[src/design/mcwe_pkg.sv]
// Shared types, constants and saturation helpers for the weight envelope core.
package mcwe_pkg;

    localparam int CHAN_W = 4;
    localparam int W_W = 24;
    localparam int FR_W = 16;
    localparam int LIM_W = 8;
    localparam int FC_W = 32;
    localparam int CFG_IDX_W = 2;
    localparam int DEF_NUM_CHANNELS = 8;
    localparam int QDEPTH = 2;

    typedef logic signed [W_W-1:0] t_weight;
    typedef logic signed [W_W:0] t_wide;
    typedef logic signed [FR_W+1:0] t_den;

    typedef enum logic [2:0] {
        OP_TICK,
        OP_RAMP_FRAMES,
        OP_ACCEL,
        OP_RAMP_STEP,
        OP_PINGPONG,
        OP_TRIANGLE,
        OP_STOP
    } t_op;

    typedef struct packed {
        t_op                op;
        logic [CHAN_W-1:0]  ch;
        t_weight            target;
        t_weight            velo;
        t_weight            acc;
        logic [FR_W-1:0]    spend;
        logic [FR_W-1:0]    attack;
        logic [FR_W-1:0]    rest;
        logic [LIM_W-1:0]   limit;
    } t_cmd;

    typedef struct packed {
        t_wide num;
        t_den  den;
    } t_div_req;

    localparam t_wide W_MAX_WIDE = 25'sd8388607;
    localparam t_wide W_MIN_WIDE = -25'sd8388608;

    function automatic t_weight sat_wide(input t_wide s);
        t_weight r;
        if (s > W_MAX_WIDE) begin
            r = 24'sh7fffff;
        end else if (s < W_MIN_WIDE) begin
            r = 24'sh800000;
        end else begin
            r = s[W_W-1:0];
        end
        return r;
    endfunction

    function automatic t_weight sat_add(input t_weight a, input t_weight b);
        t_wide s;
        s = {a[W_W-1], a} + {b[W_W-1], b};
        return sat_wide(s);
    endfunction

    function automatic t_weight sat_neg(input t_weight a);
        t_wide s;
        s = t_wide'(0) - {a[W_W-1], a};
        return sat_wide(s);
    endfunction

    function automatic t_wide wdiff(input t_weight a, input t_weight b);
        return {a[W_W-1], a} - {b[W_W-1], b};
    endfunction

endpackage

[src/design/mcwe_ifaces.sv]
// Channel interfaces: requests, results and configuration writes.
interface mcwe_req_if;
    logic                          valid;
    logic                          ready;
    logic [2:0]                    req_type;
    logic [mcwe_pkg::CHAN_W-1:0]   channel;
    logic signed [mcwe_pkg::W_W-1:0] target_weight;
    logic signed [mcwe_pkg::W_W-1:0] step_velocity;
    logic signed [mcwe_pkg::W_W-1:0] step_accel;
    logic [mcwe_pkg::FR_W-1:0]     spend_frames;
    logic [mcwe_pkg::FR_W-1:0]     attack_frames;
    logic [mcwe_pkg::FR_W-1:0]     rest_frames;
    logic [mcwe_pkg::LIM_W-1:0]    halfloop_limit;

    modport source(output valid, req_type, channel, target_weight, step_velocity, step_accel,
                   spend_frames, attack_frames, rest_frames, halfloop_limit, input ready);
    modport sink(input valid, req_type, channel, target_weight, step_velocity, step_accel,
                 spend_frames, attack_frames, rest_frames, halfloop_limit, output ready);
endinterface

interface mcwe_res_if;
    logic                          valid;
    logic                          ready;
    logic [mcwe_pkg::CHAN_W-1:0]   out_channel;
    logic signed [mcwe_pkg::W_W-1:0] weight;
    logic                          last;

    modport source(output valid, out_channel, weight, last, input ready);
    modport sink(input valid, out_channel, weight, last, output ready);
endinterface

interface mcwe_cfg_if;
    logic                             valid;
    logic                             ready;
    logic [mcwe_pkg::CFG_IDX_W-1:0]   index;
    logic [mcwe_pkg::W_W-1:0]         data;

    modport source(output valid, index, data, input ready);
    modport sink(input valid, index, data, output ready);
endinterface

[src/design/mcwe_front.sv]
// Front end: accepts request items, decodes and filters them, queues commands.
module mcwe_front #(
    parameter int NUM_CHANNELS = mcwe_pkg::DEF_NUM_CHANNELS
) (
    input  logic            i_clk,
    input  logic            i_rst_n,
    mcwe_req_if.sink        i_req,
    output logic            o_q_valid,
    output mcwe_pkg::t_cmd  o_q_cmd,
    input  logic            i_q_pop
);
    import mcwe_pkg::*;

    localparam int QA_W = (QDEPTH > 1) ? $clog2(QDEPTH) : 1;
    localparam logic [2:0] REQ_TICK     = 3'd0;
    localparam logic [2:0] REQ_RAMP_FR  = 3'd1;
    localparam logic [2:0] REQ_ACCEL    = 3'd2;
    localparam logic [2:0] REQ_RAMP_ST  = 3'd3;
    localparam logic [2:0] REQ_PINGPONG = 3'd4;
    localparam logic [2:0] REQ_TRIANGLE = 3'd5;
    localparam logic [2:0] REQ_STOP     = 3'd6;

    t_cmd              r_q [QDEPTH];
    logic [QA_W-1:0]   r_wptr, n_wptr;
    logic [QA_W-1:0]   r_rptr, n_rptr;
    logic [QA_W:0]     r_count, n_count;
    t_cmd              dec_cmd;
    logic              dec_keep;
    logic              chan_ok;
    logic              push;
    logic              pop;

    assign chan_ok = (i_req.channel != '0) &&
                     ({28'd0, i_req.channel} <= 32'(NUM_CHANNELS));

    always_comb begin
        dec_cmd.ch     = i_req.channel;
        dec_cmd.target = i_req.target_weight;
        dec_cmd.velo   = i_req.step_velocity;
        dec_cmd.acc    = i_req.step_accel;
        dec_cmd.spend  = i_req.spend_frames;
        dec_cmd.attack = i_req.attack_frames;
        dec_cmd.rest   = i_req.rest_frames;
        dec_cmd.limit  = i_req.halfloop_limit;
        dec_cmd.op     = OP_TICK;
        dec_keep       = chan_ok;
        unique case (i_req.req_type)
            REQ_TICK: begin
                dec_cmd.op = OP_TICK;
                dec_keep   = 1'b1;
            end
            REQ_RAMP_FR:  dec_cmd.op = OP_RAMP_FRAMES;
            REQ_ACCEL:    dec_cmd.op = OP_ACCEL;
            REQ_RAMP_ST:  dec_cmd.op = OP_RAMP_STEP;
            REQ_PINGPONG: dec_cmd.op = OP_PINGPONG;
            REQ_TRIANGLE: dec_cmd.op = OP_TRIANGLE;
            REQ_STOP:     dec_cmd.op = OP_STOP;
            default:      dec_keep   = 1'b0;
        endcase
    end

    assign i_req.ready = (r_count < (QA_W+1)'(QDEPTH));
    assign push        = i_req.valid && i_req.ready && dec_keep;
    assign pop         = i_q_pop && (r_count != '0);
    assign o_q_valid   = (r_count != '0);
    assign o_q_cmd     = r_q[r_rptr];

    always_comb begin
        n_wptr  = push ? r_wptr + 1'b1 : r_wptr;
        n_rptr  = pop ? r_rptr + 1'b1 : r_rptr;
        n_count = r_count + (QA_W+1)'(push) - (QA_W+1)'(pop);
    end

    always_ff @(posedge i_clk) begin
        if (!i_rst_n) begin
            r_wptr  <= '0;
            r_rptr  <= '0;
            r_count <= '0;
        end else begin
            r_wptr  <= n_wptr;
            r_rptr  <= n_rptr;
            r_count <= n_count;
        end
    end

    always_ff @(posedge i_clk) begin
        if (push) begin
            r_q[r_wptr] <= dec_cmd;
        end
    end

endmodule

[src/design/mcwe_div.sv]
// Restoring divider, one quotient bit per cycle, saturated signed quotient.
module mcwe_div (
    input  logic               i_clk,
    input  logic               i_rst_n,
    input  logic               i_start,
    input  mcwe_pkg::t_div_req i_req,
    output logic               o_done,
    output mcwe_pkg::t_weight  o_quot
);
    import mcwe_pkg::*;

    localparam int QW = W_W + 1;
    localparam int CNT_W = $clog2(QW);

    logic              r_busy;
    logic              r_done;
    logic              r_zero;
    logic              r_neg;
    logic [CNT_W-1:0]  r_cnt;
    logic [FR_W:0]     r_rem;
    logic [QW-1:0]     r_quo;
    logic [FR_W-1:0]   r_den;
    logic [FR_W:0]     rem_sh;
    logic              ge;
    logic [QW-1:0]     mag;
    logic [QW-1:0]     neg_quo;

    assign mag    = i_req.num[QW-1] ? (~i_req.num + 1'b1) : i_req.num;
    assign rem_sh = {r_rem[FR_W-1:0], r_quo[QW-1]};
    assign ge     = (rem_sh >= {1'b0, r_den});
    assign neg_quo = ~r_quo + 1'b1;

    always_ff @(posedge i_clk) begin
        if (!i_rst_n) begin
            r_busy <= 1'b0;
            r_done <= 1'b0;
        end else begin
            r_done <= 1'b0;
            if (i_start) begin
                if (i_req.den <= 0) begin
                    r_done <= 1'b1;
                    r_busy <= 1'b0;
                end else begin
                    r_busy <= 1'b1;
                end
            end else if (r_busy && (r_cnt == '0)) begin
                r_busy <= 1'b0;
                r_done <= 1'b1;
            end
        end
    end

    always_ff @(posedge i_clk) begin
        if (i_start) begin
            r_zero <= (i_req.den <= 0);
            r_neg  <= i_req.num[QW-1];
            r_quo  <= mag;
            r_rem  <= '0;
            r_den  <= i_req.den[FR_W-1:0];
            r_cnt  <= CNT_W'(QW - 1);
        end else if (r_busy) begin
            r_rem <= ge ? (rem_sh - {1'b0, r_den}) : rem_sh;
            r_quo <= {r_quo[QW-2:0], ge};
            r_cnt <= r_cnt - 1'b1;
        end
    end

    always_comb begin
        if (r_zero) begin
            o_quot = '0;
        end else if (!r_neg) begin
            o_quot = (r_quo > QW'(24'h7fffff)) ? 24'sh7fffff : r_quo[W_W-1:0];
        end else begin
            o_quot = (r_quo > QW'(24'h800000)) ? 24'sh800000 : neg_quo[W_W-1:0];
        end
    end

    assign o_done = r_done;

endmodule

[src/design/mcwe_back.sv]
// Back end: channel state, command execution, tick walk and result register.
module mcwe_back #(
    parameter int NUM_CHANNELS = mcwe_pkg::DEF_NUM_CHANNELS
) (
    input  logic            i_clk,
    input  logic            i_rst_n,
    input  logic            i_q_valid,
    input  mcwe_pkg::t_cmd  i_q_cmd,
    output logic            o_q_pop,
    mcwe_cfg_if.sink        i_cfg,
    mcwe_res_if.source      o_res
);
    import mcwe_pkg::*;

    localparam int IDX_W = (NUM_CHANNELS > 1) ? $clog2(NUM_CHANNELS) : 1;
    localparam logic [CFG_IDX_W-1:0] CFG_ACTIVE = 2'd0;
    localparam logic [CFG_IDX_W-1:0] CFG_TOP    = 2'd1;
    localparam logic [CFG_IDX_W-1:0] CFG_BOTTOM = 2'd2;
    localparam t_wide ONE_Q16 = 25'sd65536;

    typedef enum logic [2:0] {
        S_IDLE,
        S_CMD,
        S_ADV,
        S_DIVW,
        S_EMIT
    } t_state;

    typedef enum logic [2:0] {
        M_IDLE,
        M_LINEAR,
        M_ACCEL,
        M_PINGPONG,
        M_TRIANGLE
    } t_mode;

    t_weight           r_w     [NUM_CHANNELS];
    t_weight           r_v     [NUM_CHANNELS];
    t_weight           r_a     [NUM_CHANNELS];
    t_weight           r_tgt   [NUM_CHANNELS];
    t_mode             r_mode  [NUM_CHANNELS];
    logic [LIM_W-1:0]  r_hcnt  [NUM_CHANNELS];
    logic [LIM_W-1:0]  r_hstop [NUM_CHANNELS];
    logic [FR_W-1:0]   r_att   [NUM_CHANNELS];
    logic [FR_W-1:0]   r_rest  [NUM_CHANNELS];
    logic [FR_W-1:0]   r_per   [NUM_CHANNELS];
    logic [FC_W-1:0]   r_start [NUM_CHANNELS];
    logic [FC_W-1:0]   r_fc;
    logic [CHAN_W-1:0] r_act;
    t_weight           r_top;
    t_weight           r_bot;

    t_state            r_state;
    t_state            r_ret;
    t_cmd              r_cmd;
    logic [CHAN_W-1:0] r_chan;
    logic              r_ov;
    logic [CHAN_W-1:0] r_och;
    t_weight           r_ow;
    logic              r_olast;
    logic              r_dstart;
    t_div_req          r_dreq;

    logic              div_done;
    t_weight           div_quot;
    logic [IDX_W-1:0]  idx;
    logic              in_range;
    t_weight           cw, cv, ct, w1;
    logic              clamp;
    logic              tri_a, tri_p;
    logic [LIM_W-1:0]  hc1;
    logic              hit;
    logic              out_free;
    logic              is_last;
    logic              cmd_div;
    logic              adv_div;

    mcwe_div u_div (
        .i_clk   (i_clk),
        .i_rst_n (i_rst_n),
        .i_start (r_dstart),
        .i_req   (r_dreq),
        .o_done  (div_done),
        .o_quot  (div_quot)
    );

    assign idx      = IDX_W'(r_chan - 1'b1);
    assign in_range = ({28'd0, r_chan} <= 32'(NUM_CHANNELS));
    assign cw       = r_w[idx];
    assign cv       = r_v[idx];
    assign ct       = r_tgt[idx];
    assign w1       = sat_add(cw, cv);
    assign clamp    = ((cv > 0) && (ct < w1)) || ((cv < 0) && (ct > w1));
    assign tri_a    = ((r_start[idx] + {16'd0, r_att[idx]}) == r_fc);
    assign tri_p    = ((r_start[idx] + {16'd0, r_per[idx]}) == r_fc);
    assign hc1      = r_hcnt[idx] + 1'b1;
    assign hit      = (r_hstop[idx] != '0) && (hc1 == r_hstop[idx]);
    assign out_free = !r_ov || o_res.ready;
    assign is_last  = (r_chan == r_act);
    assign cmd_div  = (r_cmd.op == OP_RAMP_FRAMES) || (r_cmd.op == OP_PINGPONG) ||
                      (r_cmd.op == OP_TRIANGLE);
    assign adv_div  = in_range && (r_mode[idx] == M_TRIANGLE) &&
                      (tri_a || (!(r_bot > w1) && tri_p));

    assign o_q_pop         = (r_state == S_IDLE);
    assign i_cfg.ready     = 1'b1;
    assign o_res.valid     = r_ov;
    assign o_res.out_channel = r_och;
    assign o_res.weight    = r_ow;
    assign o_res.last      = r_olast;

    always_ff @(posedge i_clk) begin
        if (!i_rst_n) begin
            r_state  <= S_IDLE;
            r_ret    <= S_IDLE;
            r_ov     <= 1'b0;
            r_dstart <= 1'b0;
            r_fc     <= '0;
            r_act    <= 4'd8;
            r_top    <= 24'sd65536;
            r_bot    <= '0;
            for (int i = 0; i < NUM_CHANNELS; i++) begin
                r_w[i]     <= '0;
                r_v[i]     <= '0;
                r_a[i]     <= '0;
                r_tgt[i]   <= '0;
                r_mode[i]  <= M_IDLE;
                r_hcnt[i]  <= '0;
                r_hstop[i] <= '0;
                r_att[i]   <= '0;
                r_rest[i]  <= '0;
                r_per[i]   <= '0;
                r_start[i] <= '0;
            end
        end else begin
            r_dstart <= ((r_state == S_CMD) && cmd_div) || ((r_state == S_ADV) && adv_div);
            if (r_ov && o_res.ready && (r_state != S_EMIT)) begin
                r_ov <= 1'b0;
            end
            if (i_cfg.valid) begin
                unique case (i_cfg.index)
                    CFG_ACTIVE: r_act <= i_cfg.data[CHAN_W-1:0];
                    CFG_TOP:    r_top <= i_cfg.data;
                    CFG_BOTTOM: r_bot <= i_cfg.data;
                    default: ;
                endcase
            end
            unique case (r_state)
                S_IDLE: begin
                    if (i_q_valid) begin
                        r_cmd <= i_q_cmd;
                        if (i_q_cmd.op == OP_TICK) begin
                            r_chan <= 4'd1;
                            if (r_act == '0) begin
                                r_fc <= r_fc + 1'b1;
                            end else begin
                                r_state <= S_ADV;
                            end
                        end else begin
                            r_chan  <= i_q_cmd.ch;
                            r_state <= S_CMD;
                        end
                    end
                end
                S_CMD: begin
                    r_state <= cmd_div ? S_DIVW : S_IDLE;
                    r_ret   <= S_IDLE;
                    case (r_cmd.op)
                        OP_RAMP_FRAMES: begin
                            r_mode[idx]  <= M_LINEAR;
                            r_tgt[idx]   <= r_cmd.target;
                            r_dreq.num   <= wdiff(r_cmd.target, cw);
                            r_dreq.den   <= {2'b0, r_cmd.spend};
                        end
                        OP_ACCEL: begin
                            r_mode[idx] <= M_ACCEL;
                            r_tgt[idx]  <= r_cmd.target;
                            r_v[idx]    <= r_cmd.velo;
                            r_a[idx]    <= r_cmd.acc;
                        end
                        OP_RAMP_STEP: begin
                            r_mode[idx] <= M_LINEAR;
                            r_tgt[idx]  <= r_cmd.target;
                            if (r_cmd.target > cw) begin
                                r_v[idx] <= r_cmd.velo;
                            end else if (r_cmd.target < cw) begin
                                r_v[idx] <= sat_neg(r_cmd.velo);
                            end else begin
                                r_v[idx] <= '0;
                            end
                        end
                        OP_PINGPONG: begin
                            r_mode[idx]  <= M_PINGPONG;
                            r_hcnt[idx]  <= '0;
                            r_hstop[idx] <= r_cmd.limit;
                            r_dreq.num   <= ONE_Q16;
                            r_dreq.den   <= {3'b0, r_cmd.spend[FR_W-1:1]};
                        end
                        OP_TRIANGLE: begin
                            r_mode[idx]  <= M_TRIANGLE;
                            r_hcnt[idx]  <= '0;
                            r_hstop[idx] <= r_cmd.limit;
                            r_att[idx]   <= r_cmd.attack;
                            r_rest[idx]  <= r_cmd.rest;
                            r_per[idx]   <= r_cmd.spend;
                            r_start[idx] <= r_fc;
                            r_dreq.num   <= wdiff(r_top, cw);
                            r_dreq.den   <= {2'b0, r_cmd.attack};
                        end
                        OP_STOP: r_mode[idx] <= M_IDLE;
                        default: ;
                    endcase
                end
                S_ADV: begin
                    r_state <= adv_div ? S_DIVW : S_EMIT;
                    r_ret   <= S_EMIT;
                    if (in_range) begin
                        case (r_mode[idx])
                            M_LINEAR, M_ACCEL: begin
                                r_w[idx] <= clamp ? ct : w1;
                                if (clamp) begin
                                    r_mode[idx] <= M_IDLE;
                                end
                                if (r_mode[idx] == M_ACCEL) begin
                                    r_v[idx] <= sat_add(cv, r_a[idx]);
                                end
                            end
                            M_PINGPONG: begin
                                if ((r_top < w1) || (r_bot > w1)) begin
                                    r_w[idx]    <= (r_top < w1) ? r_top : r_bot;
                                    r_v[idx]    <= sat_neg(cv);
                                    r_hcnt[idx] <= hc1;
                                    if (hit) begin
                                        r_mode[idx] <= M_IDLE;
                                    end
                                end else begin
                                    r_w[idx] <= w1;
                                end
                            end
                            M_TRIANGLE: begin
                                if (tri_a) begin
                                    r_w[idx]    <= r_top;
                                    r_dreq.num  <= wdiff(r_bot, r_top);
                                    r_dreq.den  <= {2'b0, r_per[idx]} - {2'b0, r_att[idx]}
                                                   - {2'b0, r_rest[idx]};
                                    r_hcnt[idx] <= hc1;
                                    if (hit) begin
                                        r_mode[idx] <= M_IDLE;
                                    end
                                end else if (r_bot > w1) begin
                                    r_w[idx] <= r_bot;
                                    r_v[idx] <= '0;
                                end else if (tri_p) begin
                                    r_w[idx]     <= w1;
                                    r_start[idx] <= r_fc;
                                    r_dreq.num   <= wdiff(r_top, r_bot);
                                    r_dreq.den   <= {2'b0, r_att[idx]};
                                    r_hcnt[idx]  <= hc1;
                                    if (hit) begin
                                        r_mode[idx] <= M_IDLE;
                                    end
                                end else begin
                                    r_w[idx] <= w1;
                                end
                            end
                            default: ;
                        endcase
                    end
                end
                S_DIVW: begin
                    if (div_done) begin
                        r_v[idx] <= div_quot;
                        r_state  <= r_ret;
                    end
                end
                S_EMIT: begin
                    if (out_free) begin
                        r_ov    <= 1'b1;
                        r_och   <= r_chan;
                        r_ow    <= in_range ? cw : '0;
                        r_olast <= is_last;
                        if (is_last) begin
                            r_fc    <= r_fc + 1'b1;
                            r_state <= S_IDLE;
                        end else begin
                            r_chan  <= r_chan + 1'b1;
                            r_state <= S_ADV;
                        end
                    end
                end
                default: r_state <= S_IDLE;
            endcase
        end
    end

`ifndef SYNTHESIS
    a_load_from_emit: assert property (@(posedge i_clk) disable iff (!i_rst_n)
        $rose(r_ov) |-> $past(r_state == S_EMIT))
        else $error("result register loaded outside the emit step");
    a_walk_chan: assert property (@(posedge i_clk) disable iff (!i_rst_n)
        (r_state == S_ADV || r_state == S_EMIT) |-> (r_chan != '0))
        else $error("tick walk on channel zero");
    a_frame_step: assert property (@(posedge i_clk) disable iff (!i_rst_n)
        ($past(i_rst_n) && (r_fc != $past(r_fc))) |-> (r_fc == $past(r_fc) + 1'b1))
        else $error("frame counter jumped");
`endif

endmodule

[src/design/multi_channel_weight_envelope_core.sv]
// Top level of the multi-channel weight envelope core.
// Channels: i_req takes request items (tick, ramp, loop and stop commands),
// o_res returns one item per walked channel on each tick, with last set on the
// final one, and i_cfg writes active_channels, top_weight and bottom_weight.
// Accepted requests pass through a two-entry queue to the execution engine.
// A command that starts a ramp by frames, a ping-pong or a triangle loop waits
// on the 25-step bit-serial divider. A tick walks every active channel, and
// each triangle channel that turns at a phase edge waits on the divider again.
// After a tick is taken, the first channel passes its advance step (and any
// divide), then its emit step loads the first result of the tick.
// A stalled o_res holds the result register; the walk waits, the queue fills
// and then i_req.ready drops. Results are never lost or repeated.
// Reset (i_rst_n low, synchronous) idles every channel, clears weights and
// the frame counter, and restores the register defaults (8, 1.0, 0.0).
module multi_channel_weight_envelope_core #(
    parameter int NUM_CHANNELS = mcwe_pkg::DEF_NUM_CHANNELS
) (
    input  logic       i_clk,
    input  logic       i_rst_n,
    mcwe_req_if.sink   i_req,
    mcwe_cfg_if.sink   i_cfg,
    mcwe_res_if.source o_res
);
    import mcwe_pkg::*;

    logic q_valid;
    t_cmd q_cmd;
    logic q_pop;

    mcwe_front #(
        .NUM_CHANNELS (NUM_CHANNELS)
    ) u_front (
        .i_clk     (i_clk),
        .i_rst_n   (i_rst_n),
        .i_req     (i_req),
        .o_q_valid (q_valid),
        .o_q_cmd   (q_cmd),
        .i_q_pop   (q_pop)
    );

    mcwe_back #(
        .NUM_CHANNELS (NUM_CHANNELS)
    ) u_back (
        .i_clk     (i_clk),
        .i_rst_n   (i_rst_n),
        .i_q_valid (q_valid),
        .i_q_cmd   (q_cmd),
        .o_q_pop   (q_pop),
        .i_cfg     (i_cfg),
        .o_res     (o_res)
    );

endmodule
[src/flat_wrapper.sv]
// flat-port wrapper written by rule: the top's interface ports become plain ports
module multi_channel_weight_envelope_core_flat import mcwe_pkg::*;
#(
    parameter int NUM_CHANNELS = mcwe_pkg::DEF_NUM_CHANNELS
)
  (i_clk, i_rst_n, i_req_valid, i_req_req_type, i_req_channel, i_req_target_weight, i_req_step_velocity, i_req_step_accel, i_req_spend_frames, i_req_attack_frames, i_req_rest_frames, i_req_halfloop_limit, i_req_ready, i_cfg_valid, i_cfg_index, i_cfg_data, i_cfg_ready, o_res_valid, o_res_out_channel, o_res_weight, o_res_last, o_res_ready);
  mcwe_req_if i_req_i ();
  mcwe_cfg_if i_cfg_i ();
  mcwe_res_if o_res_i ();
  input  logic i_clk;
  input  logic i_rst_n;
  input wire logic [$bits(i_req_i.valid)-1:0] i_req_valid;
  input wire logic [$bits(i_req_i.req_type)-1:0] i_req_req_type;
  input wire logic [$bits(i_req_i.channel)-1:0] i_req_channel;
  input wire logic [$bits(i_req_i.target_weight)-1:0] i_req_target_weight;
  input wire logic [$bits(i_req_i.step_velocity)-1:0] i_req_step_velocity;
  input wire logic [$bits(i_req_i.step_accel)-1:0] i_req_step_accel;
  input wire logic [$bits(i_req_i.spend_frames)-1:0] i_req_spend_frames;
  input wire logic [$bits(i_req_i.attack_frames)-1:0] i_req_attack_frames;
  input wire logic [$bits(i_req_i.rest_frames)-1:0] i_req_rest_frames;
  input wire logic [$bits(i_req_i.halfloop_limit)-1:0] i_req_halfloop_limit;
  output wire logic [$bits(i_req_i.ready)-1:0] i_req_ready;
  input wire logic [$bits(i_cfg_i.valid)-1:0] i_cfg_valid;
  input wire logic [$bits(i_cfg_i.index)-1:0] i_cfg_index;
  input wire logic [$bits(i_cfg_i.data)-1:0] i_cfg_data;
  output wire logic [$bits(i_cfg_i.ready)-1:0] i_cfg_ready;
  output wire logic [$bits(o_res_i.valid)-1:0] o_res_valid;
  output wire logic [$bits(o_res_i.out_channel)-1:0] o_res_out_channel;
  output wire logic [$bits(o_res_i.weight)-1:0] o_res_weight;
  output wire logic [$bits(o_res_i.last)-1:0] o_res_last;
  input wire logic [$bits(o_res_i.ready)-1:0] o_res_ready;
  assign i_req_i.valid = i_req_valid;
  assign i_req_i.req_type = i_req_req_type;
  assign i_req_i.channel = i_req_channel;
  assign i_req_i.target_weight = i_req_target_weight;
  assign i_req_i.step_velocity = i_req_step_velocity;
  assign i_req_i.step_accel = i_req_step_accel;
  assign i_req_i.spend_frames = i_req_spend_frames;
  assign i_req_i.attack_frames = i_req_attack_frames;
  assign i_req_i.rest_frames = i_req_rest_frames;
  assign i_req_i.halfloop_limit = i_req_halfloop_limit;
  assign i_req_ready = i_req_i.ready;
  assign i_cfg_i.valid = i_cfg_valid;
  assign i_cfg_i.index = i_cfg_index;
  assign i_cfg_i.data = i_cfg_data;
  assign i_cfg_ready = i_cfg_i.ready;
  assign o_res_valid = o_res_i.valid;
  assign o_res_out_channel = o_res_i.out_channel;
  assign o_res_weight = o_res_i.weight;
  assign o_res_last = o_res_i.last;
  assign o_res_i.ready = o_res_ready;
  multi_channel_weight_envelope_core #(.NUM_CHANNELS(NUM_CHANNELS)) u_core (.i_clk(i_clk), .i_rst_n(i_rst_n), .i_req(i_req_i), .i_cfg(i_cfg_i), .o_res(o_res_i));
endmodule
[config.mk]
export PLATFORM = sky130hd
export DESIGN_NAME = multi_channel_weight_envelope_core_flat
export DESIGN_NICKNAME = d
export VERILOG_FILES = /design/src/design/mcwe_pkg.sv /design/src/design/mcwe_ifaces.sv /design/src/design/mcwe_front.sv /design/src/design/mcwe_div.sv /design/src/design/mcwe_back.sv /design/src/design/multi_channel_weight_envelope_core.sv /design/src/flat_wrapper.sv
export SDC_FILE = /design/constraint.sdc
export NUM_CORES = 2
export LEC_CHECK = 0
export BUFFER_PORTS_ARGS = -buffer_cell sky130_fd_sc_hd__buf_2
export CORE_ASPECT_RATIO = 0.6
export CORE_MARGIN = 4
export CORE_UTILIZATION = 47
export DETAILED_ROUTE_END_ITERATION = 7
export HOLD_SLACK_MARGIN = 0.1
export PLACE_DENSITY = 0.76
export SLEW_MARGIN = 30
export SYNTH_ARGS = -nofsm -noshare
export SYNTH_HDL_FRONTEND = slang
export SYNTH_HIERARCHICAL = 1
export SYNTH_SLANG_ARGS = --single-unit
[constraint.sdc]
create_clock -name i_clk -period 12.8 [get_ports i_clk]
set_input_delay 0.64 -clock i_clk [delete_from_list [all_inputs] [get_ports i_clk]]
set_output_delay 0.64 -clock i_clk [all_outputs]
set_load 0.05 [all_outputs]
# Word-level counts from Yosys, hierarchy flattened
# Memory sizes are Yosys's and may differ from the RTL's. A register that Yosys moved wholly into a read port is not among the register bits.
# Cells that the tools add are included.
classes:
  n_bitwise: 32
  n_lt_le_gt_ge: 23
  n_eq_ne: 40
  muxes: 264
  add_sub_neg: 24
  n_reduce_logical: 59
ops:
  columns: ["cell", "n"]
  rows:
  - ["$mux 24", 48]
  - ["$mux 32", 7]
  - ["$mux 43", 5]
  - ["$mux 1", 149]
  - ["$pmux 43 s3", 1]
  - ["$gt 25x24->1 const B", 5]
  - ["$lt 25x24->1 const B", 4]
  - ["$sub 24x24->25", 4]
  - ["$reduce_or 24->1", 4]
  - ["$pmux 43 s2", 1]
  - ["$mux 3", 27]
  - ["$mux 25", 3]
  - ["$gt 24x24->1", 3]
  - ["$lt 24x24->1", 3]
  - ["$add 32x16->32", 2]
  - ["$eq 32x32->1", 2]
  - ["$mux 16", 4]
  - ["$pmux 32 s2", 1]
  - ["$mux 8", 7]
  - ["$add 24x24->25", 2]
  - ["$sub 1x24->25 const A", 2]
  - ["$reduce_or 16->1", 3]
  - ["$add 32x1->32 const B", 1]
  - ["$reduce_or 32->1", 1]
  - ["60 further kinds", 153]
word_totals:
  word_cells: 487
  out_inout_bits: 32
  mem_count: 12
  ramBits: 1830
  ff_bits: 369
memory_table:
  columns: ["name", "words", "width", "rd", "rd_ports_with_merged_regs", "write_ports", "line", "source"]
  rows:
  - ["u_core.u_front.r_q", 2, 135, 1, 1, 1, "mcwe_front.sv:23", "t_cmd r_q [QDEPTH];"]
  - ["u_core.u_back.r_start", 8, 32, 1, 0, 8, "mcwe_back.sv:47", "logic [FC_W-1:0] r_start [NUM_CHANNELS];"]
  - ["u_core.u_back.r_a", 8, 24, 1, 0, 8, "mcwe_back.sv:39", "t_weight r_a [NUM_CHANNELS];"]
  - ["u_core.u_back.r_tgt", 8, 24, 1, 0, 8, "mcwe_back.sv:40", "t_weight r_tgt [NUM_CHANNELS];"]
  - ["u_core.u_back.r_v", 8, 24, 1, 0, 8, "mcwe_back.sv:38", "t_weight r_v [NUM_CHANNELS];"]
  - ["u_core.u_back.r_w", 8, 24, 1, 0, 8, "mcwe_back.sv:37", "t_weight r_w [NUM_CHANNELS];"]
  - ["6 more memories", null, null, null, null, null, null, null]

# Longest topological paths before layout
# An unclocked memory read counts as a cell.
logic_depth:
  depth_word: 22
  ltp_mapped: 56
  ltp_nobuf: 34

# By module
# The synthesis kept the hierarchy.
by_module_without_submodules:
  columns: ["mod", "area_per_inst_um2", "n_inst", "cells_per_inst"]
  rows:
  - ["mcwe_back", 96348.7, 1, 8448]
  - ["mcwe_front", 10033.4, 1, 452]
  - ["mcwe_div", 4753.3, 1, 542]

# Least setup slack after synthesis
# OpenSTA, ideal clock, no wires.
synth_timing:
  kind: "register to register"
  startpoint: "reg u_core.u_back.r_chan[0]"
  endpoint: "reg u_core/u_back/r_dreq[0] (netlist name) (enable)"
  arrival_time_ns: 13.596
  period_less_slack_ns: 14.093
  stages_incl_launch_ff: 47
  path_slack_ns: -1.293
  path_buffers: 17
  required_time_ns: 12.303
  path_cell_list: "edfxtp_1 -> clkinv_1 -> clkbuf_1 -> clkbuf_1 -> clkbuf_1 -> buf_1 -> ha_1 -> xnor2_1 -> buf_2 -> buf_2 -> buf_2 -> buf_2 -> buf_1 -> buf_2 -> buf_1 -> clkbuf_1 -> clkbuf_1 -> buf_1 -> [... 11 more ...] -> nor2_1 -> nor2_1 -> clkbuf_1 -> a21oi_1 -> ha_1 -> a21o_1 -> a21o_1 -> a21o_1 -> a21oi_1 -> nor2b_1 -> o21ai_0 -> nand4b_1 -> a311oi_1 -> a211o_1 -> and4_1 -> o21ai_0 -> o32a_1 -> nor3_1"
synth_via:
  elab_chain_len: 9
  elab_cells_between_ends: 24
  classes_between: "add/sub (4); order compare (4); eq/ne (7); mux (2); reduce/logical (1); memory (6)"
synth_rtl:
  columns: ["item", "line", "source"]
  rows:
  - ["start, declared", "mcwe_back.sv:56", "logic [CHAN_W-1:0] r_chan;"]
  - ["start signal, assigned", "mcwe_back.sv:160", "r_chan <= i_q_cmd.ch;"]
  - ["start signal, assigned", "mcwe_back.sv:286", "r_chan <= r_chan + 1'b1;"]
  - ["$sub 3x1->3 *", "mcwe_back.sv:87", "assign idx = IDX_W'(r_chan - 1'b1);"]
  - ["$mem_v2 8x24 *", null, null]
  - ["named net u_core.u_back.cw[14]", "mcwe_back.sv:68", "t_weight cw, cv, ct, w1;"]
  - ["$add 24x24->25 *", "mcwe_pkg.sv:61", "s = {a[W_W-1], a} + {b[W_W-1], b};"]
  - ["$lt 25x24->1", "mcwe_pkg.sv:51", "end else if (s < W_MIN_WIDE) begin"]
  - ["$mux 24", "mcwe_pkg.sv:51", null]
  - ["$mux 24 *", "mcwe_pkg.sv:49", "if (s > W_MAX_WIDE) begin"]
  - ["$gt 24x24->1 *", "mcwe_back.sv:250", "end else if (r_bot > w1) begin"]
  - ["$ne 3x3->1 (no line) *", null, null]
  - ["$reduce_and 7->1 (no line) *", null, null]
  - ["end, declared", "mcwe_back.sv:62", "t_div_req r_dreq;"]
# Mark *: on every way through the listed nets, which the timed path passes. The rest lies on a longest branch.
# A chain may end at the register's enable or synchronous reset.

==> metrics <==
vias in the first global route=77.8k; CP Launch Type=flip-flop; core area=234000 µm²; commonest non-fill, non-tap cell in the layout=edfxtp_1; Worst-Skew Late Latency=0.90 ns; Buffers on Ports=196; Fmax achieved=between 70 and 80 MHz; routed vias=around 84k; WL final=410000 µm; DRC viols=4; Synth Area in XOR/XNOR=0.0248; post-synthesis sequential area ratio=0.583; gr ovfl total=0; Compound-Gate Fraction of Synth Area=0.119; Hold WC Path Type=in2reg; unrepaired setup endpoints after global routing=no; R2R Path Start=u_core/u_back/r_chan[0]; layout cells sized above 1=0.121; Post-DP HPWL=~290000 µm; Worst setup EP type=flip-flop; Worst Hold End=u_core/u_back/r_bot[3]; slowest stage cell, crit path=mux2i_2; max-cap violation count=0; Synth Warn #=6; slew margin rel.=0.263; Synth Net Count=9922; min cycle time layout=12.53 ns; Clock Path Buffers=4; CP peak stage delay=0.82 ns; die width=approximately 640 µm; Multi-input gate area=between 40000 and 50000 µm²; critical path data arrival time=13.20 ns; status=finished with violations; Root Driver=clkbuf_16; All-Layer GR Usage=0.325; count of pins over their slew limit=0; global-route wire length before repair=576000 µm; DRT Pass-1 Iters=8; Iter 0 DRT Violations=around 14k; Via-to-Cell Ratio=6.47; pin count of the biggest net entering global routing=98; die area=245000 µm²; Distinct cells, synth=124; Final ANT Viol Nets=0; Crit Path Class=reg2reg; Worst-Margin Slew=approximately 1.1 ns; commonest non-fill, non-tap cells in the layout=edfxtp_1, and2_1, nor2_1, nand2_1, a21oi_1; initial antenna violation count=36; clk sinks=2198; CP Max Fanout=62; Adder-Cell Fraction of Synth Area=0.0361; ys async rst share=0; Post-synth top flop=edfxtp_1; EDFF count, synth=~2.1k; most used cell, CP=nor2_1; layout net count=approximately 10k; largest family of logic cells by synthesized area=simple AND/OR/NAND/NOR gates; Final Hold Fails=0; failing checks=design-rule violations; CP required=13.47 ns; Clock Skew=0.0958 ns; Reg2Reg Setup Slack=0.27 ns; hold path start=i_cfg_data[3]; PwrDens=240 nW/µm²; Yosys reg bits=2198; area grow syn2layout=11.9%; H-tree depth=4; # fillers=19.4k; register area=64800 µm²; DR WL/cell=31.6 µm; FF-to-FF End=u_core/u_back/r_w[0][3]; Syn Inst Count=9442; Rows=about 140; crit share post-route=0.979; Final GP Congestion=between 1 and 1.5; Post-CTS Setup Inserts=0; Lkg Pwr=between 0.04 and 0.05 µW; proportion of synthesized area in mux cells=0.0403; Initial Util=0.475; FF-to-FF path depth=31; clock transition at the registers of the reported paths=roughly 0.080 ns; cts bufs inserted=201; Finished Core Util=0.532; simple-gate portion of the synthesized area=0.166; average size of a mapped cell=between 10 and 15 µm²; Die Ht=385 µm; Final Setup Violations=0; Ports=198; CTS tree=built; setup TNS=0 ns; Mapped Area=between 100000 and 150000 µm²; Hold Path Cell Cnt=3; Peak VDD IR=234 µV
power by group:
group | switching, µW | total, µW | internal, µW | leakage [µW]
Clock | 2730 | 6120 | 3390 | 0.00314
Combinational | 10300 | 14800 | 4500 | 0.0209
Sequential | 451 | 8900 | 8450 | 0.0218
synthesized netlist by cell type, drive strengths merged, types with 27 or more instances:
cell type,instances,share of area
buf,169,0.0084
a21o,118,0.0080
ha,303,0.034
nand3b,37,0.0025
o21bai,27,0.0018
o221ai,27,0.0022
a22o,27,0.0021
mux4,49,0.0099
nand3,169,0.0076
xnor2,188,0.015
o211ai,59,0.0040
o31ai,30,0.0020
a31oi,60,0.0034
a22oi,393,0.027
a21oi,494,0.022
and2,1154,0.065
nor3,162,0.0081
and4,37,0.0029
nand4,90,0.0051
o21a,33,0.0022
o21ai,307,0.014
nor4,50,0.0031
or3,32,0.0018
a211oi,50,0.0035
dfxtp,118,0.021
inv,212,0.0072
nor2,756,0.026
and3,137,0.0077
a311oi,30,0.0025
nand2,637,0.022
mux2,173,0.018
nor2b,58,0.0033
mux2i,141,0.013
nand2b,73,0.0041
edfxtp,2080,0.56
xor2,126,0.010
a221oi,47,0.0041
a21boi,31,0.0021
clkbuf,430,0.015
worst max-delay path by stage:
stage,from,to,slack (ns),cells after the start
6_report,u_core/u_back/r_chan[0],u_core/u_back/r_w[0][3],0.27,31
5_1_grt,u_core/u_back/r_chan[0],u_core/u_back/r_w[2][3],0.13,31
4_1_cts,u_core/u_back/r_chan[1],u_core/u_back/r_w[0][3],0.97,33
3_5_place_dp,u_core/u_back/r_chan[1],u_core/u_back/r_w[0][3],1.07,33
3_3_place_gp,u_core/u_back/r_chan[1],u_core/u_back/r_w[0][3],0.96,33
2_1_floorplan,u_core/u_back/r_chan[0],u_core/u_back/r_start[0][0],-0.83,47
final cells by class:
type / instances / area share
timing repair buffer: 617 / 0.0372
clock inverter: 119 / 0.00953
antenna: 8 / 0.000161
sequential: 2198 / 0.521
tap: 3127 / 0.0315
inverter: 215 / 0.00652
multi-input combinational: 6430 / 0.351
clock buffer: 239 / 0.0428
routing by layer:
metal	vias up	part of all wire	wire (µm)	global-route usage
met5	-	0.00042	172	0
met4	24	0.032	13200	0.0909
met3	757	0.17	68300	0.132
met2	6319	0.39	160000	0.434
met1	41300	0.41	168000	0.481
li1	35400	-	-	-
critical path: cells and delay by family (launching register included):
family	cells	cell delay, ns
flip-flops	1	0.38
adder cells (fa/ha/maj)	2	0.86
buffers and inverters	5	2.11
AND/OR/NAND/NOR	14	4.89
multiplexers	1	0.82
AO/OA/AOI/OAI	9	3.16
through the flow:
stage / total power, µW / worst slack, ns / instances / area [µm²] / hold slack [ns]
2_1_floorplan: 17200 / -0.828 / 9442 / 111000 / 0.427
3_3_place_gp: 22900 / 0.962 / 12400 / 116000 / 0.439
3_5_place_dp: 22900 / 1.07 / 12400 / 116000 / 0.450
4_1_cts: 29100 / 0.969 / 12900 / 124000 / 0.102
5_1_grt: 30800 / 0.129 / 12900 / 124000 / 0.121
6_report: 29900 / 0.268 / 13000 / 124000 / 0.178
state kept, by name, indices dropped and copies added, names as in the netlist, 25 cells and up, named ones only:
| signal | count |
|---|---|
| u_core/u_back/r_att | 128 |
| u_core/u_back/r_w | 192 |
| u_core/u_back/r_cmd | 131 |
| u_core/u_back/r_start | 256 |
| u_core/u_back/r_hstop | 64 |
| u_core/u_back/r_a | 192 |
| u_core/u_back/r_per | 128 |
| u_core/u_back/r_v | 192 |
| u_core/u_back/u_div/r_quo | 25 |
| u_core/u_back/r_tgt | 192 |
| u_core/u_front/r_q | 270 |
| u_core/u_back/r_rest | 128 |
| u_core/u_back/r_hcnt | 64 |
| u_core/u_back/r_dreq | 43 |
| u_core/u_back/r_fc | 32 |
repair_timing:
action | 4_1_cts | 5_1_grt
hold buffers | 148 | 0
hold endpoints to repair | 294 | 0
resized for setup | 0 | 0
cell families (layout without fill, tap and decap cells):
kind of cell | Yosys count | in the layout
simple gates | 3494 | 3494
flops | 2198 | 2198
compound gates | 1944 | 1944
buf+inv | 814 | 1190
mux | 363 | 363
fa+ha+maj | 314 | 314
xor+xnor | 314 | 314
other cells | 1 | 9
(Power assumes the default switching activity.)
